$ cat config.mk
export PLATFORM = sky130hd
export DESIGN_NAME = tmh_heap_ram
export DESIGN_NICKNAME = d
export VERILOG_FILES = /design/src/sv/tmh_pkg.sv /design/src/sv/tmh_heap_ram.sv
export SDC_FILE = /design/constraint.sdc
export NUM_CORES = 2
export LEC_CHECK = 0
export BUFFER_PORTS_ARGS = -buffer_cell sky130_fd_sc_hd__buf_2
export CORE_MARGIN = 3
export CORE_UTILIZATION = 58
export DETAILED_ROUTE_END_ITERATION = 12
export PLACE_DENSITY = 0.71
export RECOVER_POWER = 25
export SETUP_SLACK_MARGIN = 0.05
export SKIP_LAST_GASP = 1
export SLEW_MARGIN = 25
export SYNTH_ARGS = -nofsm -noshare
export SYNTH_HDL_FRONTEND = slang
export SYNTH_SLANG_ARGS = --single-unit
$ cat constraint.sdc
create_clock -name clock -period 6.1 [get_ports clock]
set_input_delay 1.22 -clock clock [delete_from_list [all_inputs] [get_ports clock]]
set_output_delay 1.22 -clock clock [all_outputs]
set_load 0.01 [all_outputs]
$ cat src/sv/tmh_pkg.sv
// ----------------------------------------------------------------------------
// Timer min-heap package
// Shared types and codes for the timer heap unit.
// ----------------------------------------------------------------------------
package tmh_pkg;

   localparam int ID_W     = 6;
   localparam int TIME_W   = 32;
   localparam int CNT_W    = 7;
   localparam int ST_W     = 3;
   localparam int ID_COUNT = 64;
   localparam int RB_AW    = 6;

   localparam logic [2:0] KIND_INSERT = 3'd0;
   localparam logic [2:0] KIND_REMOVE = 3'd1;
   localparam logic [2:0] KIND_ADJUST = 3'd2;
   localparam logic [2:0] KIND_POP    = 3'd3;
   localparam logic [2:0] KIND_TICK   = 3'd4;

   localparam logic [ST_W-1:0] ST_DONE    = 3'd0;
   localparam logic [ST_W-1:0] ST_EXPIRED = 3'd1;
   localparam logic [ST_W-1:0] ST_FULL    = 3'd2;
   localparam logic [ST_W-1:0] ST_ABSENT  = 3'd3;
   localparam logic [ST_W-1:0] ST_NONE    = 3'd4;
   localparam logic [ST_W-1:0] ST_DUP     = 3'd5;

   typedef struct packed {
      logic [ID_W-1:0]   owner;
      logic [TIME_W-1:0] expiry;
   } entry_type;

   typedef struct packed {
      logic [ST_W-1:0]   status;
      logic [ID_W-1:0]   id;
      logic [TIME_W-1:0] expiry;
   } rec_type;

   typedef enum logic [3:0] {
      S_IDLE,
      S_LOOKUP,
      S_TAKE,
      S_TICK_CHK,
      S_TICK_EVAL,
      S_TICK_END,
      S_UP,
      S_UP_CMP,
      S_DN,
      S_DN_CMP,
      S_PLACE,
      S_FIN_RD,
      S_FIN,
      S_OUT_RD,
      S_OUT
   } state_type;

endpackage

$ cat src/sv/tmh_heap_ram.sv
// ----------------------------------------------------------------------------
// Timer heap storage
// One write port and two registered read ports over the heap slots.
// ----------------------------------------------------------------------------
module tmh_heap_ram #(
   parameter int DEPTH = 64,
   parameter int AW    = 6
) (
   input  logic                clock,
   input  logic                wr_en,
   input  logic [AW-1:0]       wr_addr,
   input  tmh_pkg::entry_type  wr_data,
   input  logic [AW-1:0]       rd_addr_a,
   output tmh_pkg::entry_type  rd_data_a,
   input  logic [AW-1:0]       rd_addr_b,
   output tmh_pkg::entry_type  rd_data_b
);

   tmh_pkg::entry_type mem [DEPTH];

   always_ff @(posedge clock) begin
      if (wr_en) begin
         mem[wr_addr] <= wr_data;
      end
      rd_data_a <= mem[rd_addr_a];
      rd_data_b <= mem[rd_addr_b];
   end

endmodule

; ---- Word level (Yosys, flattened, before mapping)
; Memories as Yosys holds them, arrays and structs flattened. A register that Yosys moved wholly into a read port is not among the register bits.
; Index checks and enable logic that the tools add are counted.
[totals]
regBits = 0
ram_bits = 2432
input_bits = 58
out_inout_bits = 76
wordCells = 3
n_memories = 1
[op_classes]
mux = 2
[memory_table]
columns = memory, words, word_bits, rd, rd_clocked_by_memory_dff, write_ports, line
row1 = mem, 64, 38, 2, 2, 1, tmh_heap_ram.sv:19  ; tmh_pkg::entry_type mem [DEPTH];
[op_table]
columns = cell, n
row1 = 2-to-1 mux 1 bit, 2

; ---- Depth between registers and ports, before layout
[depth]
word_depth = 2
mapped_depth = 10

; ---- Worst setup path after synthesis
; OpenSTA, ideal clock, no wires.
[synth_timing]
path_type = input to register
from = input port wr_addr[3]
to = memory mem[48][0] in the netlist's numbering (enable)
arrival_ps = 4347
t_required_ps = 5620
setup_slack_ps = 1272
stages = 4
path_buffers = 1
cell_sequence = clkbuf_1 nor2b_1 nand4b_1 nor3_1
[synth_lines]
columns = item, line
row1 = "start, declared", tmh_heap_ram.sv:11  ; input logic [AW-1:0] wr_addr,
row2 = "end, declared", tmh_heap_ram.sv:19
; No word-level cell before the write port.

==> flow_summary.json <==
{
  "htree_num_levels": 5,
  "fin_nets": 5370,
  "violations": "capacitance limit, slew limit",
  "netlist_top_cells_area": "sky130_fd_sc_hd__edfxtp_1 (64%), sky130_fd_sc_hd__mux4_2 (28%), sky130_fd_sc_hd__mux2i_1 (1.4%)",
  "dr.pass1.iters": 6,
  "synth_top_cells_by_count": "sky130_fd_sc_hd__edfxtp_1 (2432), sky130_fd_sc_hd__mux4_2 (1415), sky130_fd_sc_hd__mux2i_1 (159)",
  "postSynthCellCount": 5076,
  "die_height_um": 448,
  "share_of_power_burned_in_combinational_logic_pct": 7.7,
  "gp_congestion": 0.872,
  "clk_pin_slew_ns": 0.06,
  "final.min_clock_period_ns": 3.76,
  "main_synth_ff_type": "sky130_fd_sc_hd__edfxtp_1",
  "path_max_fanout": 69,
  "worst-slew-pin-transition_ns": 2.65,
  "utilization_pct": 65.8,
  "crit_end": "rd_data_b[10]",
  "worst_ep_required_ns": 6.85,
  "layout-area-overhead-vs-synth_pct": 12.3,
  "final-max-slew-violation-count": 1980,
  "setup_slack_ns": 2.34,
  "slew-limit-headroom_pct": -76.6,
  "clk-insertion-delay-late_ns": 0.93,
  "cts-resized-gates": 0,
  "status": "finished, violations left",
  "synth-seq-area-share_pct": 65.7,
  "crit-reg2reg-capture": "rd_data_b[7]",
  "netSwitchingFraction_pct": 22.2,
  "detail_route.drc_violations": 0,
  "synth_edf_count": 2432,
  "totalNegativeSetupSlack_ns": 0,
  "cts-hold-fix-buffers": 0,
  "cts_root_buf": "sky130_fd_sc_hd__clkbuf_16",
  "synth_top_area_cell": "sky130_fd_sc_hd__edfxtp_1",
  "clock_sink_count": 2508,
  "yosysUniqueCellTypes": 38,
  "worst_clock_skew_ns": 0.0416,
  "num_io_pins": 134,
  "wire_length_of_the_first_global_routing_pass_mm": 501,
  "postSynthNetCount": 5134,
  "route.detailed.wl_per_inst_um": 44.1,
  "synth_area_um2": 114000,
  "routed_via_density": 7.69,
  "maxCapViolCount": 31,
  "clkPwrFrac_pct": 42.3,
  "grt_setup_unrepaired": "false",
  "hpwlAfterDp_mm": 207,
  "drt-total-wl_mm": 359,
  "worst_hold_path_type": "input pin to register",
  "row_count": 161,
  "yosys_warnings": 0,
  "antenna_violations_before_repair": 46,
  "die_width_um": 448,
  "leakagePower_nw": 39.8,
  "ir_worst_vdd_mv": 0.280,
  "max_clock_freq_mhz": 266,
  "drive_above_1_share_pct": 40.5,
  "postCtsSetupBuffers": 0,
  "regToRegStartpoint": "mem[11][7]",
  "finalHoldViolCount": 0,
  "setup.worst_path.class": "input pin to register",
  "die-area_um2": 201000,
  "globalRouteOverflowTotal": 0,
  "min_period_over_period_pct": 61.6,
  "synthesized_flop_and_latch_total": 2508,
  "finalInstanceArea_um2": 127000,
  "reg2regPathDepth": 5,
  "place_ws_ns": 1.46,
  "grt_pass1_vias": 62800,
  "num_vias": 62600,
  "power.density_cell_area_nw_per_um2": 303,
  "synthArstFlopShare_pct": 0,
  "track_usage_pct": 36.5,
  "power.net_switching_mw": 8.57,
  "cts_made_buffers": 281,
  "critical_path.startpoint_type": "input pin",
  "grt_max_degree": 99,
  "drtIter0Drc": 9648,
  "postPlaceCellArea_um2": 119000,
  "start_util_pct": 58.6,
  "timing.hold.ws_ns": 0.864,
  "crit_path_end_kind": "register",
  "power_frac_seq_pct": 50.0,
  "placeableCoreArea_um2": 194000,
  "power.internal_mw": 30.0,
  "antenna_violating_nets_left": 0,
  "timing.critical_path.arrival_ns": 4.51,
  "cts.path.max_buffers": 4,
  "reg2reg_slack_ns": 3.44,
  "final-setup-viol-count": 0,
  "synthesis.area_per_instance_um2": 22.4,
  "synth_top_area_share_pct": 64.3,
  "port_bufs": 133,
  "worst_setup_path_startpoint": "rd_addr_b[0]",
  "yosysMostFrequentCell": "sky130_fd_sc_hd__edfxtp_1",
  "tritoncts": "built"
}
-- worst min path at each step --
stage | start | to | depth (start not counted)
after floorplan | mem[44][10] | rd_data_a[10] | 5
after global placement | mem[4][21] | rd_data_a[21] | 4
after detailed placement | mem[0][21] | rd_data_a[21] | 4
after CTS | wr_data[35] | mem[34][35] | 1
after global routing | wr_data[30] | mem[50][30] | 1
final | wr_data[8] | mem[61][8] | 1
-- kinds of logic after synthesis --
family / Yosys count / share of synthesized area, %
compound gates: 247 / 1.54
flops: 2508 / 65.7
buf+inv: 406 / 1.71
simple gates: 298 / 1.19
mux: 1617 / 29.9
-- power groups by stage --
| stage | clock [mW] | combinational [mW] | sequential [mW] |
|---|---|---|---|
| 2_1_floorplan | 0 | 1.82 | 19.5 |
| 3_3_place_gp | 0 | 2.90 | 19.6 |
| 3_5_place_dp | 0 | 2.94 | 19.6 |
| 4_1_cts | 16.5 | 2.94 | 19.3 |
| 5_1_grt | 17.2 | 3.09 | 19.3 |
| 6_report | 16.3 | 2.95 | 19.3 |
-- state kept, by name, summed over array words and instances (netlist names) --
signal and flops:
rd_data_b 38, rd_data_a 38, mem 2432
-- through the flow --
stage / instances / power, mW
floorplan: 5076 / 21.4
global placement: 7628 / 22.5
detailed placement: 7633 / 22.6
CTS: 8113 / 38.7
global route: 8137 / 39.6
finish: 8148 / 38.6
-- cell usage in the layout (no fill, tap or decap), types with 4 or more instances in the layout --
master,Yosys,layout
sky130_fd_sc_hd__buf_2,158,88
sky130_fd_sc_hd__o211ai_1,41,41
sky130_fd_sc_hd__nor2b_1,47,44
sky130_fd_sc_hd__bufinv_16,0,21
sky130_fd_sc_hd__a22oi_1,86,86
sky130_fd_sc_hd__nor2_1,80,15
sky130_fd_sc_hd__edfxtp_1,2432,2432
sky130_fd_sc_hd__buf_12,0,68
sky130_fd_sc_hd__clkbuf_16,0,289
sky130_fd_sc_hd__o22ai_1,11,11
sky130_fd_sc_hd__a211oi_1,47,47
sky130_fd_sc_hd__nand3b_1,4,4
sky130_fd_sc_hd__o221a_2,4,4
sky130_fd_sc_hd__clkinv_2,0,36
sky130_fd_sc_hd__diode_2,0,31
sky130_fd_sc_hd__mux4_2,1415,1415
sky130_fd_sc_hd__mux2i_1,159,159
sky130_fd_sc_hd__clkbuf_8,0,10
sky130_fd_sc_hd__clkinv_1,0,51
sky130_fd_sc_hd__clkinvlp_4,0,4
sky130_fd_sc_hd__nand2_1,119,118
sky130_fd_sc_hd__nand3_1,22,22
sky130_fd_sc_hd__buf_4,34,155
sky130_fd_sc_hd__mux2_2,43,43
sky130_fd_sc_hd__nand2b_1,15,15
sky130_fd_sc_hd__a21oi_1,45,45
sky130_fd_sc_hd__buf_8,0,8
sky130_fd_sc_hd__clkbuf_1,152,97
sky130_fd_sc_hd__dfxtp_1,76,76
sky130_fd_sc_hd__o21ai_0,4,4
sky130_fd_sc_hd__nor2_4,0,64
-- per-layer routing --
| layer | vias up | global-route usage (%) | wire [µm] |
|---|---|---|---|
| li1 | 23100 | - | - |
| met2 | 4967 | 53.9 | 166000 |
| met4 | 22 | 20.1 | 21300 |
| met1 | 33600 | 50.2 | 124000 |
| met5 | - | 0 | 134 |
| met3 | 904 | 10.2 | 47200 |
-- worst max-delay path, cell delays in order --
cell	delay, ns
sky130_fd_sc_hd__buf_8	0.57
sky130_fd_sc_hd__buf_12	0.57
sky130_fd_sc_hd__mux4_2	0.59
sky130_fd_sc_hd__mux4_2	0.48
sky130_fd_sc_hd__nor2b_1	0.15
sky130_fd_sc_hd__a211oi_1	0.67
sky130_fd_sc_hd__a21oi_1	0.15
-- cell type report --
type	instances	area, µm²
clock buffer	363	7610
fill	12200	66100
tap	2608	3260
antenna	31	77.6
clock inverter	117	1080
multi-input combinational	2162	37600
sequential	2508	74600
inverter	1	3.75
timing repair buffer	358	3330
No activity file was read; power rests on OpenSTA's default activity.
